[config.mk]
export PLATFORM = sky130hd
export DESIGN_NAME = audio_beat_detector
export DESIGN_NICKNAME = d
export VERILOG_FILES = /design/src/hdl/abd_pkg.sv /design/src/hdl/audio_beat_detector.sv
export SDC_FILE = /design/constraint.sdc
export NUM_CORES = 2
export LEC_CHECK = 0
export BUFFER_PORTS_ARGS = -buffer_cell sky130_fd_sc_hd__buf_4
export CAP_MARGIN = 20
export CORE_MARGIN = 1.5
export CORE_UTILIZATION = 30
export CTS_BUF_LIST = sky130_fd_sc_hd__clkbuf_16
export DETAILED_ROUTE_END_ITERATION = 8
export PLACE_DENSITY = 0.56
export SYNTH_ARGS = -nofsm -noshare
export SYNTH_HDL_FRONTEND = slang
export SYNTH_SLANG_ARGS = --single-unit
[constraint.sdc]
create_clock -name i_clk -period 21.2 [get_ports i_clk]
set_clock_uncertainty 0.05 [all_clocks]
set_input_delay 1.06 -clock i_clk [delete_from_list [all_inputs] [get_ports i_clk]]
set_output_delay 1.06 -clock i_clk [all_outputs]
set_load 0.02 [all_outputs]
[src/hdl/abd_pkg.sv]
// ----------------------------------------------------------------------------
// abd_pkg
// Shared widths, register indexes and reset values of the audio beat detector.
// ----------------------------------------------------------------------------
package abd_pkg;

    localparam int SAMPLE_W   = 12;
    localparam int LEVEL_W    = 12;
    localparam int HOLD_W     = 16;
    localparam int THR_W      = 16;
    localparam int CFG_IDX_W  = 3;
    localparam int CFG_DATA_W = 16;
    localparam int HIST_W     = 32;

    localparam int ADC_BITS_DEF  = 12;
    localparam int FRAC_BITS_DEF = 16;

    typedef enum logic [CFG_IDX_W-1:0] {
        CFG_DC_OFFSET  = 3'd0,
        CFG_BEAT_THR   = 3'd1,
        CFG_PEAK_LEVEL = 3'd2,
        CFG_BEAT_HOLD  = 3'd3,
        CFG_DECAY_HOLD = 3'd4
    } t_cfg_idx;

    localparam logic [SAMPLE_W-1:0] DC_OFFSET_RST  = 12'd1024;
    localparam logic [THR_W-1:0]    BEAT_THR_RST   = 16'd35;
    localparam logic [LEVEL_W-1:0]  PEAK_LEVEL_RST = 12'd1024;
    localparam logic [HOLD_W-1:0]   BEAT_HOLD_RST  = 16'd125;
    localparam logic [HOLD_W-1:0]   DECAY_HOLD_RST = 16'd50;

endpackage

[src/hdl/audio_beat_detector.sv]
// ----------------------------------------------------------------------------
// audio_beat_detector
// Bass bandpass IIR filter on microphone samples with beat and decay tracking.
// ----------------------------------------------------------------------------
// Each input item carries one raw ADC sample and a restart flag. The sample is
// offset-corrected, scaled, filtered by a second-order bandpass and compared
// against the beat threshold. A beat loads the peak level; otherwise a nonzero
// intensity decays by one. Each item yields at most one result item, with the
// new intensity, the beat flag and the hold time; a decay at zero intensity
// yields none.
// The block has three register stages: input capture, input scaling, and the
// filter recursion with the decision, which writes the result register. A
// result passes through the capture, scaling and result registers in turn, and
// one item is taken per cycle while the receiver does not stall. The recursion
// stage holds the multiply-adds on the two past outputs.
// While the receiver stalls, the result register holds; items already in the
// pipe move up into empty stages, and o_stall rises once all stages are full.
// Reset empties the pipe, clears the filter history and intensity and loads the
// register defaults; items are taken from the next cycle on. Configuration
// writes take effect at once and must be made only while idle (not enforced).
module audio_beat_detector
    import abd_pkg::*;
#(
    parameter int ADC_BITS  = ADC_BITS_DEF,
    parameter int FRAC_BITS = FRAC_BITS_DEF
) (
    input  logic                  i_clk,
    input  logic                  i_rst_n,
    input  logic                  i_cfg_we,
    input  logic [CFG_IDX_W-1:0]  i_cfg_idx,
    input  logic [CFG_DATA_W-1:0] i_cfg_data,
    input  logic                  i_valid,
    output logic                  o_stall,
    input  logic [SAMPLE_W-1:0]   i_sample,
    input  logic                  i_restart,
    output logic                  o_valid,
    input  logic                  i_stall,
    output logic [LEVEL_W-1:0]    o_intensity,
    output logic                  o_beat,
    output logic [HOLD_W-1:0]     o_hold_time
);

    localparam longint SCALE_MAG = ((64'sd10 <<< FRAC_BITS) + 64'sd45) / 64'sd91;
    localparam longint A1_MAG =
        ((64'sd17903124146 <<< FRAC_BITS) + 64'sd5000000000) / 64'sd10000000000;
    localparam longint A2_MAG =
        ((64'sd7960060012 <<< FRAC_BITS) + 64'sd5000000000) / 64'sd10000000000;
    localparam longint ROUND_HALF = 64'sd1 <<< (FRAC_BITS - 1);

    localparam int X_W    = SAMPLE_W + 1;
    localparam int XP_W   = (X_W + FRAC_BITS > HIST_W + 1) ? X_W + FRAC_BITS : HIST_W + 1;
    localparam int CO_W   = FRAC_BITS + 2;
    localparam int PR_W   = HIST_W + CO_W;
    localparam int ACC_W  = PR_W + 1;
    localparam int SH_W   = ACC_W - FRAC_BITS;
    localparam int SUM_W  = SH_W + 2;
    localparam int MAG_W  = HIST_W + 1;
    localparam int TSH_W  = THR_W + FRAC_BITS;
    localparam int CMP_W  = (MAG_W > TSH_W) ? MAG_W : TSH_W;

    localparam logic signed [FRAC_BITS-1:0] SCALE_C = FRAC_BITS'(SCALE_MAG);
    localparam logic signed [CO_W-1:0]      COEF_A1 = CO_W'(A1_MAG);
    localparam logic signed [CO_W-1:0]      COEF_A2 = CO_W'(-A2_MAG);
    localparam logic [SAMPLE_W-1:0]         ADC_MASK = SAMPLE_W'((64'sd1 <<< ADC_BITS) - 1);

    localparam logic signed [XP_W-1:0]  XP_MAX  = XP_W'(64'sd2147483647);
    localparam logic signed [XP_W-1:0]  XP_MIN  = XP_W'(-64'sd2147483648);
    localparam logic signed [SUM_W-1:0] SUM_MAX = SUM_W'(64'sd2147483647);
    localparam logic signed [SUM_W-1:0] SUM_MIN = SUM_W'(-64'sd2147483648);
    localparam logic signed [ACC_W-1:0] ACC_HALF = ACC_W'(ROUND_HALF);

    logic [SAMPLE_W-1:0] r_dc_offset;
    logic [THR_W-1:0]    r_beat_thr;
    logic [LEVEL_W-1:0]  r_peak_level;
    logic [HOLD_W-1:0]   r_beat_hold;
    logic [HOLD_W-1:0]   r_decay_hold;

    logic                r_a_valid;
    logic [SAMPLE_W-1:0] r_a_sample;
    logic                r_a_restart;

    logic                     r_b_valid;
    logic signed [HIST_W-1:0] r_b_xn;
    logic                     r_b_restart;

    logic signed [HIST_W-1:0] r_x1, r_x2, r_y1, r_y2;
    logic [LEVEL_W-1:0]       r_level;

    logic                r_o_valid;
    logic [LEVEL_W-1:0]  r_o_intensity;
    logic                r_o_beat;
    logic [HOLD_W-1:0]   r_o_hold_time;

    logic out_free, en_c, b_free, en_b, a_free;

    logic signed [X_W-1:0]    x_diff;
    logic signed [XP_W-1:0]   x_prod;
    logic signed [HIST_W-1:0] n_xn;

    logic signed [PR_W-1:0]   m_a2, m_a1;
    logic signed [ACC_W-1:0]  acc, acc_rnd;
    logic signed [SH_W-1:0]   acc_q;
    logic signed [SUM_W-1:0]  y_sum;
    logic signed [HIST_W-1:0] n_y;
    logic [MAG_W-1:0]         y_ext, y_mag;
    logic                     is_beat;
    logic [LEVEL_W-1:0]       lvl_in, n_level;
    logic                     has_result;

    // Handshake chain across the three stages.
    assign out_free = !r_o_valid || !i_stall;
    assign en_c     = r_b_valid && out_free;
    assign b_free   = !r_b_valid || en_c;
    assign en_b     = r_a_valid && b_free;
    assign a_free   = !r_a_valid || en_b;
    assign o_stall  = !a_free;

    always_ff @(posedge i_clk) begin
        if (!i_rst_n) begin
            r_dc_offset  <= DC_OFFSET_RST;
            r_beat_thr   <= BEAT_THR_RST;
            r_peak_level <= PEAK_LEVEL_RST;
            r_beat_hold  <= BEAT_HOLD_RST;
            r_decay_hold <= DECAY_HOLD_RST;
        end else if (i_cfg_we) begin
            case (i_cfg_idx)
                CFG_DC_OFFSET:  r_dc_offset  <= i_cfg_data[SAMPLE_W-1:0];
                CFG_BEAT_THR:   r_beat_thr   <= i_cfg_data[THR_W-1:0];
                CFG_PEAK_LEVEL: r_peak_level <= i_cfg_data[LEVEL_W-1:0];
                CFG_BEAT_HOLD:  r_beat_hold  <= i_cfg_data[HOLD_W-1:0];
                CFG_DECAY_HOLD: r_decay_hold <= i_cfg_data[HOLD_W-1:0];
                default: begin
                end
            endcase
        end
    end

    // Input capture.
    always_ff @(posedge i_clk) begin
        if (!i_rst_n) begin
            r_a_valid <= 1'b0;
        end else if (a_free) begin
            r_a_valid <= i_valid;
        end
    end

    always_ff @(posedge i_clk) begin
        if (a_free && i_valid) begin
            r_a_sample  <= i_sample & ADC_MASK;
            r_a_restart <= i_restart;
        end
    end

    // Offset removal and scaling into fixed point.
    assign x_diff = $signed({1'b0, r_a_sample}) - $signed({1'b0, r_dc_offset});
    assign x_prod = XP_W'(x_diff) * XP_W'(SCALE_C);

    always_comb begin
        if (x_prod > XP_MAX) begin
            n_xn = HIST_W'(XP_MAX);
        end else if (x_prod < XP_MIN) begin
            n_xn = HIST_W'(XP_MIN);
        end else begin
            n_xn = x_prod[HIST_W-1:0];
        end
    end

    always_ff @(posedge i_clk) begin
        if (!i_rst_n) begin
            r_b_valid <= 1'b0;
        end else if (b_free) begin
            r_b_valid <= en_b;
        end
    end

    always_ff @(posedge i_clk) begin
        if (en_b) begin
            r_b_xn      <= n_xn;
            r_b_restart <= r_a_restart;
        end
    end

    // Filter recursion, saturation and beat decision.
    assign m_a2    = PR_W'(COEF_A2) * PR_W'(r_y2);
    assign m_a1    = PR_W'(COEF_A1) * PR_W'(r_y1);
    assign acc     = ACC_W'(m_a2) + ACC_W'(m_a1);
    assign acc_rnd = acc + ACC_HALF;
    assign acc_q   = acc_rnd[ACC_W-1:FRAC_BITS];
    assign y_sum   = SUM_W'(r_b_xn) - SUM_W'(r_x2) + SUM_W'(acc_q);

    always_comb begin
        if (y_sum > SUM_MAX) begin
            n_y = HIST_W'(SUM_MAX);
        end else if (y_sum < SUM_MIN) begin
            n_y = HIST_W'(SUM_MIN);
        end else begin
            n_y = y_sum[HIST_W-1:0];
        end
    end

    assign y_ext   = {n_y[HIST_W-1], n_y};
    assign y_mag   = n_y[HIST_W-1] ? (~y_ext + MAG_W'(1)) : y_ext;
    assign is_beat = CMP_W'(y_mag) > CMP_W'({r_beat_thr, {FRAC_BITS{1'b0}}});
    assign lvl_in  = r_b_restart ? '0 : r_level;

    always_comb begin
        if (is_beat) begin
            n_level    = r_peak_level;
            has_result = 1'b1;
        end else if (lvl_in != '0) begin
            n_level    = lvl_in - LEVEL_W'(1);
            has_result = 1'b1;
        end else begin
            n_level    = '0;
            has_result = 1'b0;
        end
    end

    always_ff @(posedge i_clk) begin
        if (!i_rst_n) begin
            r_x1    <= '0;
            r_x2    <= '0;
            r_y1    <= '0;
            r_y2    <= '0;
            r_level <= '0;
        end else if (en_c) begin
            r_x1    <= r_b_xn;
            r_x2    <= r_x1;
            r_y1    <= n_y;
            r_y2    <= r_y1;
            r_level <= n_level;
        end
    end

    always_ff @(posedge i_clk) begin
        if (!i_rst_n) begin
            r_o_valid <= 1'b0;
        end else if (out_free) begin
            r_o_valid <= en_c && has_result;
        end
    end

    always_ff @(posedge i_clk) begin
        if (en_c && has_result) begin
            r_o_intensity <= n_level;
            r_o_beat      <= is_beat;
            r_o_hold_time <= is_beat ? r_beat_hold : r_decay_hold;
        end
    end

    assign o_valid     = r_o_valid;
    assign o_intensity = r_o_intensity;
    assign o_beat      = r_o_beat;
    assign o_hold_time = r_o_hold_time;

endmodule

==> metrics <==
floorplan row count=131; Synth Area in Simple Gates=0.0937; synth warn=0; postcts setup bufs=0; max-cap viol count=0; Worst setup SP type=flip-flop; top-count cell post-synth=inv_1; IO buf count=67; Hold Path Origin=r_a_restart$_DFFE_PP_; CP required=21.46 ns; Starting Density=0.303; busiest grt layer=met2; WS Path Type=flip-flop to flip-flop; Worst Hold Class=flip-flop to flip-flop; Diodes inserted=0; DRT Wirelength=approximately 97 mm; GR Util met2=0.247; status=completed; sequential area share after synthesis=0.159; asr flop ratio synth=0; largest net degree at the start of global routing=a little under 90; Hold Path Depth=0; Final Critical Period=19.47 ns; Root Buffer=clkbuf_16; Adder-Cell Fraction of Synth Area=0.453; count of different cell masters after synthesis=89; Core Box Area=128000 µm²; Synth Area in XOR/XNOR=0.0458; Max Buffers Root-to-Sink=3; Max Clk Rate=51.4 MHz; Yosys top cell area share=0.249; vias per cell=between 4 and 5; Synth Area per Inst=around 9.0 µm²; dpl hpwl=80.0 mm; post-synthesis compound-gate area fraction=0.123; mean routed wirelength per cell=16.1 µm; Final period util=0.919; post-cts gate resize count=0; r2r startpoint=r_y1[5]$_SDFFE_PN0P_; routing usage on met3=0.0194; crit-path max cell delay=around 0.76 ns; RSZ-0062 raised after global routing=no; # DRC=0; Crit Path Max Fanout=28; max_slew headroom=0.204; clock buffer count from CTS=34; Clk Latency, worst-skew pair=about 0.56 ns; Pre-antenna DRT Iters=7; R2R setup slack=1.73 ns; Synth top cells by count=1056 x inv_1, 632 x ha_1, 480 x fa_1, 447 x nand2_1, 203 x dfxtp_1; Synth Register Bits=272; mux contribution to synthesized area=0.0119; CP max-delay cell=a21o_1; Net Count, Synth=5463; CP Capture Type=flip-flop; crit path DAT=19.73 ns; clk slew on worst S/H paths=0.07 ns; Slew @ Worst Pin=between 1 and 1.5 ns; cells after synthesis=4314; r2r worst-path depth=between 60 and 70; setup TNS=0 ns; clock sinks=around 270; die height=362 µm; end point of the worst hold path=r_b_restart$_DFFE_PP_; Most Frequent Cell on Critical Path=fa_1; Nets=5488; Setup-failing EPs final=0; Iter 0 DRT Violations=1401; hold_buf cts=0; Synth area leader=fa_1; share of cells above drive strength 1=0.0463; main combinational cell family by area after synthesis=adder cells; Final ANT Viol Nets=0; first-pass GRT wire length=160 mm; number of flops mapped to enable cells by yosys=69; CTS tree=done; crit path from=r_y1[5]$_SDFFE_PN0P_; Filler Cell Count=approximately 13k; Layout area overhead=8.85%; Util after Layout=0.329; GR Util met1=0.217; die area=131000 µm²; Synth area leaders=fa_1 25%, ha_1 20%, dfxtp_1 11%; Vias=28.0k; GRT Residual Overflow=0; Slew Viols, Final=0; chip width=362 µm; FF-to-FF End=o_hold_time[13]$_DFFE_PP_; Top FF cell, synth=dfxtp_1; final hold vios=0; CTS H-tree lvls=2; GRT Util Overall=0.153; cell area after synthesis=38600 µm²; vias in the first global route=29.4k; I/O pin count=68; RePlAce Congestion=just under 0.9; initial antenna violation count=0
[registers in the layout (all words and copies together), names as in the netlist]
name / flops
r_y1: 32
r_y2: 32
r_b_xn: 26
r_x1: 26
r_x2: 26
o_hold_time: 16
r_beat_hold: 16
r_beat_thr: 16
r_decay_hold: 16
o_intensity: 12
r_a_sample: 12
r_dc_offset: 12
r_level: 12
r_peak_level: 12
o_beat: 1
o_valid: 1
r_a_restart: 1
r_a_valid: 1
r_b_restart: 1
r_b_valid: 1
[critical path: cells and delay by family (launching register included)]
kind,cells,cell delay (ns)
AOI/OAI and AO/OA,30,6.89
xor gates and xnor gates,2,0.34
adders and majority gates,17,7.38
buffers and inverters,5,0.36
DFF,1,0.56
muxes,3,0.96
and+or+nand+nor,11,2.64
[per-stage QoR]
| step | std cells | instance area, µm² | hold WS (ns) | worst slack, ns |
|---|---|---|---|---|
| global placement | 5965 | 41000 | 0.353 | 2.13 |
| detailed placement | 5965 | 41000 | 0.378 | 1.93 |
| floorplan | 4314 | 38600 | 0.350 | 4.38 |
| finish | 6024 | 42000 | 0.375 | 1.73 |
| CTS | 6024 | 42000 | 0.376 | 1.84 |
| global route | 6024 | 42000 | 0.383 | 0.553 |
[layout by cell type, fill, tap and decap left out, types with 7 or more instances in the layout]
cell type and count:
nand4_1 12, o21a_1 25, o22ai_1 10, or2_2 11, o221ai_1 7, or3_1 9
buf_4 88, o31ai_1 10, dfxtp_1 201, nand3_1 59, o21bai_1 14, nor3_1 37
nor2b_1 27, nor4_1 7, nand2_1 446, fa_1 480, o211a_1 13, a21o_1 40
clkbuf_16 35, a21boi_0 149, clkinv_1 7, xnor2_1 148, and2_1 16, o211ai_1 19
nor2_1 133, ha_1 632, mux2_4 9, xor2_1 54, a21oi_1 159, mux2_2 11
edfxtp_1 69, nand2b_1 20, inv_1 1063, a31oi_1 25, a211oi_1 20, and3_1 21
o21ai_0 129, mux2i_1 20
[final cells by class]
type	count	area, µm²	area share
Timing Repair Buffer	88	661	0.0157
Tap cell	1662	2080	0.0495
Multi-Input combinational cell	2883	28100	0.669
Inverter	1060	3980	0.0947
Clock inverter	24	176	0.00420
Clock buffer	35	876	0.0208
Sequential cell	272	6140	0.146
[cells by family after synthesis]
| group | Yosys count |
|---|---|
| other | 1 |
| buffers and inverters | 1159 |
| muxes | 40 |
| adders and majority gates | 1112 |
| xor gates and xnor gates | 202 |
| AOI/OAI and AO/OA | 704 |
| and+or+nand+nor | 824 |
| DFF | 272 |
[worst max-delay path by stage]
stage | slack, ns | cells after the start | end
after floorplan | 4.38 | 70 | o_beat$_DFFE_PP_
after global placement | 2.13 | 67 | o_hold_time[9]$_DFFE_PP_
after detailed placement | 1.93 | 68 | o_hold_time[8]$_DFFE_PP_
after CTS | 1.84 | 68 | o_hold_time[10]$_DFFE_PP_
after global routing | 0.55 | 68 | o_hold_time[14]$_DFFE_PP_
final | 1.73 | 68 | o_hold_time[13]$_DFFE_PP_
[per-layer routing]
layer	wire (µm)	share of wire
met1	46800	0.48
met5	0	0
met4	1860	0.019
met3	4250	0.044
met2	43800	0.45
Power is left out: the tool's default activity adds up to more than one toggle a clock period on the data nets, which glitch-free logic cannot reach.
